### src/rtl/core/tcw_pkg.sv
// text console writer: shared constants, mode and character codes,
// and the command/status structs between controller and datapath
// no dependencies
package tcw_pkg;

    localparam int MODE_W    = 2;
    localparam int CHAR_W    = 8;
    localparam int IDX_W     = 11;
    localparam int CELL_W    = 16;
    localparam int COL_OUT_W = 7;
    localparam int ROW_OUT_W = 5;
    localparam int CUR_W     = 11;
    localparam int COLOR_W   = 4;
    localparam int ATTR_W    = 2 * COLOR_W;

    localparam logic [MODE_W-1:0] MODE_PUT   = 2'd0;
    localparam logic [MODE_W-1:0] MODE_READ  = 2'd1;
    localparam logic [MODE_W-1:0] MODE_CLEAR = 2'd2;

    localparam logic [CHAR_W-1:0] CH_BS  = 8'd8;
    localparam logic [CHAR_W-1:0] CH_TAB = 8'd9;
    localparam logic [CHAR_W-1:0] CH_LF  = 8'd10;
    localparam logic [CHAR_W-1:0] CH_CR  = 8'd13;
    localparam logic [CHAR_W-1:0] BLANK_CHAR = 8'h20;

    // configuration register word indexes
    localparam logic REG_TEXT_COLOR = 1'b0;
    localparam logic REG_BACK_COLOR = 1'b1;

    typedef struct packed {
        logic accept;      // latch the incoming transaction
        logic home;        // cursor to origin, hardware cursor to zero
        logic put;         // apply one put character
        logic read;        // issue the cell read
        logic sweep_run;   // walk the buffer one cell per cycle
        logic sweep_copy;  // sweep moves rows up, else it only blanks
        logic finish;      // load the result register
    } t_cmd;

    typedef struct packed {
        logic [MODE_W-1:0] mode;
        logic              need_scroll;
        logic              sweep_last;
        logic              out_free;
    } t_status;

endpackage

### src/rtl/core/tcw_ctrl.sv
// text console writer: controller state machine
// depends on tcw_pkg (t_cmd, t_status, mode codes)
module tcw_ctrl (
    input  logic             i_clk,
    input  logic             i_rst_n,
    input  logic             i_valid,
    output logic             o_stall,
    input  tcw_pkg::t_status i_sts,
    output tcw_pkg::t_cmd    o_cmd
);

    typedef enum logic [2:0] {
        S_IDLE,
        S_DISPATCH,
        S_PUT,
        S_READ,
        S_SWEEP,
        S_FINISH
    } t_state;

    t_state r_state;
    logic   r_copy;

    always_ff @(posedge i_clk) begin
        if (!i_rst_n) begin
            r_state <= S_IDLE;
            r_copy  <= 1'b0;
        end else begin
            case (r_state)
                S_IDLE: begin
                    if (i_valid) begin
                        r_state <= S_DISPATCH;
                    end
                end
                S_DISPATCH: begin
                    case (i_sts.mode)
                        tcw_pkg::MODE_PUT:  r_state <= S_PUT;
                        tcw_pkg::MODE_READ: r_state <= S_READ;
                        tcw_pkg::MODE_CLEAR: begin
                            r_state <= S_SWEEP;
                            r_copy  <= 1'b0;
                        end
                        default: r_state <= S_FINISH;
                    endcase
                end
                S_PUT: begin
                    if (i_sts.need_scroll) begin
                        r_state <= S_SWEEP;
                        r_copy  <= 1'b1;
                    end else begin
                        r_state <= S_FINISH;
                    end
                end
                S_READ: begin
                    r_state <= S_FINISH;
                end
                S_SWEEP: begin
                    if (i_sts.sweep_last) begin
                        r_state <= S_FINISH;
                    end
                end
                S_FINISH: begin
                    if (i_sts.out_free) begin
                        r_state <= S_IDLE;
                    end
                end
                default: r_state <= S_IDLE;
            endcase
        end
    end

    always_comb begin
        o_cmd            = '0;
        o_cmd.accept     = (r_state == S_IDLE) && i_valid;
        o_cmd.home       = (r_state == S_DISPATCH) && (i_sts.mode == tcw_pkg::MODE_CLEAR);
        o_cmd.put        = (r_state == S_PUT);
        o_cmd.read       = (r_state == S_READ);
        o_cmd.sweep_run  = (r_state == S_SWEEP);
        o_cmd.sweep_copy = r_copy;
        o_cmd.finish     = (r_state == S_FINISH) && i_sts.out_free;
    end

    assign o_stall = (r_state != S_IDLE);

    a_accept_dispatch: assert property (@(posedge i_clk) disable iff (!i_rst_n)
        (i_valid && !o_stall) |=> (r_state == S_DISPATCH))
        else $error("accepted transaction did not reach dispatch");

    a_sweep_ends: assert property (@(posedge i_clk) disable iff (!i_rst_n)
        (r_state == S_SWEEP && i_sts.sweep_last) |=> (r_state == S_FINISH))
        else $error("sweep did not end after its last cell");

    a_finish_slot: assert property (@(posedge i_clk) disable iff (!i_rst_n)
        (r_state == S_FINISH && !i_sts.out_free) |=> (r_state == S_FINISH))
        else $error("result dropped while output register was full");

endmodule

### config.mk
export PLATFORM = sky130hd
export DESIGN_NAME = tcw_ctrl
export DESIGN_NICKNAME = d
export VERILOG_FILES = /design/src/rtl/core/tcw_pkg.sv /design/src/rtl/core/tcw_ctrl.sv
export SDC_FILE = /design/constraint.sdc
export NUM_CORES = 1
export LEC_CHECK = 0
export ABC_AREA = 1
export ABC_CLOCK_PERIOD_IN_PS = 2390
export BUFFER_PORTS_ARGS = -buffer_cell sky130_fd_sc_hd__buf_2
export CAP_MARGIN = 20
export CORE_AREA = 8 8 45 47
export CTS_BUF_LIST = sky130_fd_sc_hd__clkbuf_4 sky130_fd_sc_hd__clkbuf_8
export DETAILED_ROUTE_END_ITERATION = 6
export DIE_AREA = 0 0 53 55
export PLACE_DENSITY = 0.5
export SETUP_SLACK_MARGIN = 0.05
export SLEW_MARGIN = 20
export SYNTH_ARGS = -nofsm -noshare
export SYNTH_HDL_FRONTEND = slang
export SYNTH_SLANG_ARGS = --single-unit
### constraint.sdc
create_clock -name i_clk -period 2.39 [get_ports i_clk]
set_input_delay 0.1195 -clock i_clk [delete_from_list [all_inputs] [get_ports i_clk]]
set_output_delay 0.1195 -clock i_clk [all_outputs]
set_load 0.05 [all_outputs]
== Yosys cells after proc, flatten, opt, wreduce, memory -nomap -nowiden ==
Cells that the tools add are included.

* ROM bits: 0
* Memory bits (writable): 0
* Bits in latches: 0
* Word-level logic and storage cells: 32
* Input bits: 8
* Memories kept: 0
* Bits in registers: 4
* Output and inout bits: 8

* Equality and inequality tests: 12
* Bitwise logic cells: 0
* $mul: 0
* Divide/modulo/power cells: 0
* Order comparisons: 0
* Muxes and demuxes: 9
* Reduce and logical (&&, ||, !) cells: 9
* Add/subtract/negate cells: 0
* Shift-type cells: 0

{| class="wikitable"
|+ Operators with widths
! cell !! count
|-
| 3-bit one-hot mux with 6 select lines || 1
|-
| 3-bit 2-to-1 mux || 3
|-
| 3-bit one-hot mux with 3 select lines || 1
|-
| 2-bit inequality test (second input constant) || 4
|-
| 3-bit by 2-bit == test with 1-bit output (second input constant) || 2
|-
| 3-bit == test (second input constant) || 2
|-
| 3-bit AND reduction || 2
|-
| 3-bit by 1-bit == test with 1-bit output (second input constant) || 1
|-
| 1-bit logical AND || 3
|-
| 3-bit zero test || 1
|-
| 1-bit 2-to-1 mux || 3
|-
| 3-bit nonzero test || 1
|-
| 2-bit by 1-bit == test with 1-bit output (second input constant) || 1
|-
| 2-bit == test (second input constant) || 1
|-
| 2-bit zero test || 1
|-
| 2-bit by 1-bit inequality test with 1-bit output (second input constant) || 1
|-
| 1-bit one-hot mux with 2 select lines || 1
|-
| 2-bit nonzero test || 1
|}

== Depth between registers and ports, before layout ==
Gate-level depths: netlist of run 1.

* Word-level depth: 3
* Gate-level depth with buffers: 7
* Gate-level depth less buffers: 7

== Worst setup path after synthesis of run 1 ==
Ideal clock, no wire load.

* Path type: reg2out
* Start point: register r_state[0]
* End point: output port o_cmd[6] (netlist name)
* Stages on the path, launching flop included: 4
* Data required time: 2.271 ns
* Arrival: 1.633 ns
* Setup slack: 0.637 ns
* Path buffers: 0
* Path through: dfxtp_1 > nor2_1 > nand2_1 > nor2_1

{| class="wikitable"
|+ RTL lines
! element !! line !! RTL
|-
| start: declaration || tcw_ctrl.sv:21 || <nowiki>t_state r_state;</nowiki>
|-
| start signal: assignment || tcw_ctrl.sv:26 || <nowiki>r_state <= S_IDLE;</nowiki>
|-
| start signal: assignment || tcw_ctrl.sv:32 || <nowiki>r_state <= S_DISPATCH;</nowiki>
|-
| start signal: assignment || tcw_ctrl.sv:37 || <nowiki>tcw_pkg::MODE_PUT: r_state <= S_PUT;</nowiki>
|-
| end: declaration || tcw_ctrl.sv:9 || <nowiki>output tcw_pkg::t_cmd o_cmd</nowiki>
|}

==> results of run 1 <==
[synth_stat cells]
master,n,area share
buf_4,1,0.028
nor2_2,1,0.023
nor3b_1,1,0.028
o21ai_0,1,0.018
a21oi_1,2,0.037
nand4_1,1,0.023
dfxtp_1,4,0.29
inv_2,2,0.028
nand2_1,9,0.12
nand3_1,5,0.092
nor2_1,13,0.18
inv_1,8,0.11
nor3_1,1,0.018
[flip-flops by register name, summed over array words and instances (netlist names)]
| name | cells |
|---|---|
| r_state | 3 |
| r_copy | 1 |
[per-stage QoR]
stage	hold slack (ps)	total power, mW	utilization	area, um^2
after detailed placement	313	0.249	0.260	360
after floorplan	196	0.214	-	273
final	74.2	0.328	0.277	383
after global placement	310	0.250	0.260	360
after CTS	65.7	0.335	0.277	383
after global routing	62.4	0.357	0.277	383
[placed cells by master, fill, tap and decap left out, drive strengths merged]
master,netlist,layout
clkbuf,0,3
nor2,14,14
nand3,5,5
inv,10,10
buf,1,15
nand4,1,1
nor3b,1,1
nand2,9,9
dfxtp,4,4
o21ai,1,1
a21oi,2,2
nor3,1,1
[final cells by class]
cell class / count / area (um^2)
repair buffers: 15 / 75.1
fillers: 166 / 1000
flip-flops and latches: 4 / 80.1
inverters: 10 / 37.5
well taps: 16 / 20.0
multi-input cells: 34 / 148
clock buffers: 3 / 22.5
[worst max-delay path, cell delays in order, from the launching register on]
cell and delay, ps:
dfxtp_1 380, inv_2 70, nor3_1 170, nand2_1 90, nor2_1 120, buf_2 280
[worst max path at each step]
stage	start	endpoint	cells after the start
final	r_state[0]	o_cmd[5]	5
after global routing	r_state[0]	o_cmd[5]	5
after CTS	r_state[0]	o_cmd[5]	5
after detailed placement	r_state[0]	o_cmd[5]	5
after global placement	r_state[0]	o_cmd[5]	5
after floorplan	r_state[0]	o_cmd[6]	3
[metal layers]
layer,up-vias,track usage,share of wire
li1,184,-,-
met1,138,0.0487,0.39
met2,8,0.0938,0.49
met3,0,0.0374,0.12
met4,0,0.0388,0
met5,-,0,0
[logic make-up (layout without fill, tap and decap cells)]
family,after synthesis,count (layout),synth area share
buffers and inverters,11,28,0.165
DFF,4,4,0.294
and+or+nand+nor,31,31,0.486
AOI/OAI and AO/OA,3,3,0.0550
[power groups by stage]
stage / clock, mW / sequential, mW / combinational (mW)
after floorplan: 0 / 0.0882 / 0.126
after global placement: 0 / 0.0905 / 0.160
after detailed placement: 0 / 0.0903 / 0.159
after CTS: 0.0863 / 0.0892 / 0.159
after global routing: 0.0930 / 0.0915 / 0.172
final: 0.0806 / 0.0891 / 0.158
==> impl_metrics.csv, run 1 <==
group,metric,value,unit
power_and_ir_drop,sequentialPowerShare,0.272,
worst_setup_path,regToRegStartpoint,"r_state[0]",
worst_setup_path,worst_setup_path_end_kind,"output pin",
timing,setup-tns-final,0,ps
clock_network,cts_tree,"built",
power_and_ir_drop,power.ir.vdd_worst,0.312,mV
timing,drv_slew,0,
routing,detail_route.iter0.violations,10,
hold_path,hold_start,"i_sts[4]",
place,gp_congestion,0.704,
hold_path,hold_worst_path_end,"r_state[1]",
hold_path,worstHoldPathCells,2,
floorplanning,initial_core_util,0.197,
worst_setup_path,timing_worst_setup_path_type,"reg -> out",
worst_setup_path,regToRegSetupSlack,1340,ps
timing,setup_slack,916,ps
clock_network,cts_setup_buffers,0,
worst_setup_path,critPathLaunchType,"register",
worst_setup_path,timing.rr.end,"r_state[0]",
synthesis,postSynthAreaPerCell,5.57,um^2
clock_network,cts.path.max_buffers,2,
clock_network,cts-hold-fix-buffers,0,
clock_network,worst_setup_hold_path_clk_slew,40,ps
timing,max_slew.worst_pin.slew,252,ps
synthesis,synth_register_bits,4,
global_routing,grt_max_degree,7,
timing,fin_crit_sh,0.617,
power_and_ir_drop,switching_share,0.467,
clock_network,cts-buffers-inserted,3,
global_routing,grt_pass1_vias,325,
routing,avgViaCountPerCell,4.02,
power_and_ir_drop,pwr-share-comb,0.483,
worst_setup_path,worst-endpoint-arrival,1350,ps
synthesis,synth_cell_type_count,13,
timing,fmaxAchievable,0.678,GHz
hold_path,hold_path_class,"in -> reg",
global_routing,overflow,0,
timing,final.setup_skew,2.30,ps
timing,remaining_max_slew_budget_at_the_tightest_pin,0.832,
timing,timing_hold_violations_final,0,
outcome,run_status,"finished, final reports clean",
place,dp.cells,79,
final_layout,finish.net_count,76,
timing,rsz0062_at_grt,"no",
final_layout,layoutNonFillerInstCount,82,
synthesis,mappedNetlistArea,273,um^2
floorplanning,fp.dieH,55,um
worst_setup_path,worst_r2r_path_depth,6,
final_layout,drive_gt1_frac,0.318,
clock_network,cts_htree_levels,1,
power_and_ir_drop,switching_power,153,uW
place,port_buffers,15,
flow_run,cap_viol_max_count,0,
power_and_ir_drop,p_per_area,856,nW/um^2
global_routing,grt_first_pass_wirelength,1190,um
routing,route.detailed.wl_per_inst,8.71,um
power_and_ir_drop,intPower,175,uW
timing,setup_viol_count_final,0,
final_layout,flow.area_growth_from_synthesis,40.4,%
place,dpl.hpwl,634,um
power_and_ir_drop,clkPwrFrac,0.246,
floorplanning,dieWidth,53,um
clock_network,ctsRootBufferMaster,"clkbuf_4",
floorplanning,std_cell_rows,14,
routing,vias,330,
global_routing,global_route.usage.total,0.0563,
routing,firstDrtPassIters,4,
synthesis,register_area_share_after_synthesis,0.294,
clock_network,clock_latency_reported_for_the_late_side_of_the_worst_skew_pair,230,ps
clock_network,cts.sinks,4,
clock_network,post_cts_resize_count,0,
worst_setup_path,worst-endpoint-required,2270,ps
routing,drcViolationCount,0,
synthesis,mappedNetlistNets,57,
timing,post-route-min-period,1470,ps
power_and_ir_drop,leakagePower,0.238,nW
routing,finalWirelength,714,um
global_routing,antenna_violations_before_repair,0,
final_layout,n_antenna_cell,0,
floorplanning,coreArea,1380,um^2
synthesis,ys.warnings.count,0,
routing,route.antenna.remaining_nets,0,
synthesis,syn_inst,49,
place,dpl_worst_slack,1160,ps
floorplanning,boundaryPins,16,
worst_setup_path,path_max_fanout,5,
floorplanning,die-area,2920,um^2
(Power assumes the default switching activity.)
==> inputs of run 2 (changes only) <==
--- a/config.mk
+++ b/config.mk
@@ -6,7 +6,7 @@
 export NUM_CORES = 1
 export LEC_CHECK = 0
 export ABC_AREA = 1
-export ABC_CLOCK_PERIOD_IN_PS = 2390
+export ABC_CLOCK_PERIOD_IN_PS = 1450
 export BUFFER_PORTS_ARGS = -buffer_cell sky130_fd_sc_hd__buf_2
 export CAP_MARGIN = 20
 export CORE_AREA = 8 8 45 47
==> constraint.sdc (replaced) <==
create_clock -name i_clk -period 1.45 [get_ports i_clk]
set_input_delay 0.0725 -clock i_clk [delete_from_list [all_inputs] [get_ports i_clk]]
set_output_delay 0.0725 -clock i_clk [all_outputs]
set_load 0.05 [all_outputs]
==> run 2 against run 1 <==
  * Combinational power up 72%
  * Critical path depth shrank 1
  * Clock skew is 1.7 ps higher
  * Via count is 1.2% higher
  * Power increased by 72%
  * Cell count unchanged
  * Sequential share of layout area down 0.73 points
  * Critical endpoint unchanged
==> impl_metrics.csv, run 2 (synthesized netlist as in run 1, its figures left out) <==
group,metric,value,unit
timing,max_slew.worst_pin.slew,245,ps
routing,detail_route.iter0.violations,1,
floorplanning,die-area,2920,um^2
final_layout,flip_flop_count_of_the_largest_register_after_layout,3,
power_and_ir_drop,power,563,uW
worst_setup_path,critPathLaunchType,"register",
worst_setup_path,worst-endpoint-required,1380,ps
floorplanning,dieWidth,53,um
global_routing,grt_first_pass_wirelength,1170,um
final_layout,filler_cell_count,160,
worst_setup_path,worstSetupEndpoint,"o_cmd[5]",
place,dpl_worst_slack,269,ps
final_layout,largest-register,"r_state",
timing,setup_viol_count_final,0,
routing,route.detailed.wl_per_inst,9.02,um
timing,setup_slack,125,ps
worst_setup_path,worst_r2r_path_depth,6,
power_and_ir_drop,switching_power,266,uW
timing,timing_hold_violations_final,0,
power_and_ir_drop,intPower,297,uW
global_routing,overflow,0,
clock_network,clock_latency_reported_for_the_late_side_of_the_worst_skew_pair,230,ps
routing,firstDrtPassIters,2,
power_and_ir_drop,switching_share,0.473,
routing,route.antenna.remaining_nets,0,
clock_network,cts.path.max_buffers,2,
floorplanning,initial_core_util,0.197,
final_layout,seqCellArea,81.3,um^2
power_and_ir_drop,sequentialPowerShare,0.270,
clock_network,ctsRootBufferMaster,"clkbuf_4",
clock_network,cts.sinks,4,
worst_setup_path,worst_setup_path_end_kind,"output pin",
routing,finalWirelength,740,um
global_routing,global_route.usage.total,0.0558,
floorplanning,boundaryPins,16,
floorplanning,std_cell_rows,14,
global_routing,grt_pass1_vias,312,
worst_setup_path,regToRegSetupSlack,400,ps
outcome,run_status,"finished, final reports clean",
timing,hold-worst-slack,17.9,ps
clock_network,cts_tree,"built",
power_and_ir_drop,pwr-share-comb,0.484,
worst_setup_path,timing_worst_setup_path_type,"reg -> out",
hold_path,worstHoldPathCells,2,
final_layout,flow.area_growth_from_synthesis,47.7,%
place,port_buffers,15,
final_layout,most-common-layout-cells,"buf_2, nand2_1, inv_1, nor2_1, nor2_2",
global_routing,grt_max_degree,7,
timing,drv_slew,0,
floorplanning,fp.dieH,55,um
hold_path,hold_path_class,"in -> reg",
worst_setup_path,worst-endpoint-arrival,1250,ps
power_and_ir_drop,leakagePower,0.239,nW
routing,drcViolationCount,0,
power_and_ir_drop,p_per_area,1400,nW/um^2
timing,fin_crit_sh,0.914,
final_layout,layout_top_registers,"r_state: 3 flops, r_copy: 1 flops",
flow_run,cap_viol_max_count,0,
routing,avgViaCountPerCell,4.07,
clock_network,cts-buffers-inserted,3,
power_and_ir_drop,power.ir.vdd_worst,0.356,mV
timing,rsz0062_at_grt,"yes",
power_and_ir_drop,clkPwrFrac,0.247,
final_layout,commonest_non_fill_non_tap_cell_in_the_layout,"buf_2",
worst_setup_path,regToRegStartpoint,"r_state[1]",
worst_setup_path,path_max_fanout,6,
timing,remaining_max_slew_budget_at_the_tightest_pin,0.837,
timing,fmaxAchievable,0.755,GHz
worst_setup_path,timing.rr.end,"r_state[0]",
floorplanning,coreArea,1380,um^2
global_routing,antenna_violations_before_repair,0,
final_layout,drive_gt1_frac,0.409,
final_layout,finish.net_count,76,
final_layout,multiInputGateArea,160,um^2
worst_setup_path,worst_setup_path_startpoint,"r_state[2]",
clock_network,worst_setup_hold_path_clk_slew,40,ps
final_layout,n_antenna_cell,0,
timing,final.setup_skew,4.00,ps
timing,post-route-min-period,1320,ps
routing,vias,334,
place,dpl.hpwl,615,um
place,gp_congestion,0.708,
clock_network,cts_setup_buffers,0,
clock_network,cts_htree_levels,1,
clock_network,cts-hold-fix-buffers,0,
==> run 2: cell counts in the layout (fill, tap and decap cells not counted) <==
No cell type changed its count.
==> run 2: routing by layer <==
layer | up-vias | GRT usage | wire [um]
met3 | 0 | 0.0294 | 68
li1 | 185 | - | -
met5 | - | 0 | 0
met1 | 141 | 0.0487 | 274
met4 | 0 | 0.0517 | 0
met2 | 8 | 0.0918 | 396
==> run 2: through the flow <==
| stage | area [um^2] | instances | setup TNS [ps] | utilization |
|---|---|---|---|---|
| 6_report | 403 | 82 | 0 | 0.291 |
| 5_1_grt | 403 | 82 | 0 | 0.291 |
| 4_1_cts | 395 | 82 | 0 | 0.286 |
| 3_5_place_dp | 370 | 79 | 0 | 0.268 |
| 3_3_place_gp | 370 | 79 | 0 | 0.268 |
| 2_1_floorplan | 283 | 49 | -36.1 | - |
==> run 2: worst min path at each step <==
stage | from | endpoint
after global placement | i_sts[4] | r_state[1]
after floorplan | i_sts[4] | r_state[1]
after global routing | i_sts[4] | r_state[1]
after CTS | i_sts[4] | r_state[1]
final | i_sts[4] | r_state[1]
after detailed placement | i_sts[4] | r_state[1]
==> run 2: timing repair <==
item / 4_1_cts / 5_1_grt
endpoints found under the setup margin: 1 / 2
resized for setup: 1 / 3
hold endpoints to repair: 0 / 0
==> run 2: final cells by class <==
cell class,instances,area share
inverter,10,0.0932
tap,16,0.0497
timing repair buffer,15,0.202
sequential,4,0.202
multi-input combinational,34,0.398
clock buffer,3,0.0559
==> run 2: power by group through the flow <==
stage	Combinational, mW	Sequential, mW	Clock, mW
6_report	0.272	0.152	0.139
2_1_floorplan	0.216	0.146	0
5_1_grt	0.295	0.155	0.156
4_1_cts	0.272	0.148	0.145
3_3_place_gp	0.272	0.150	0
3_5_place_dp	0.269	0.150	0
==> run 2: critical path, cell delays in order, from the launching register on <==
cell     delay, ps
dfxtp_1        360
nor3_1         240
nand2_1        110
nor2_2         130
buf_6          170
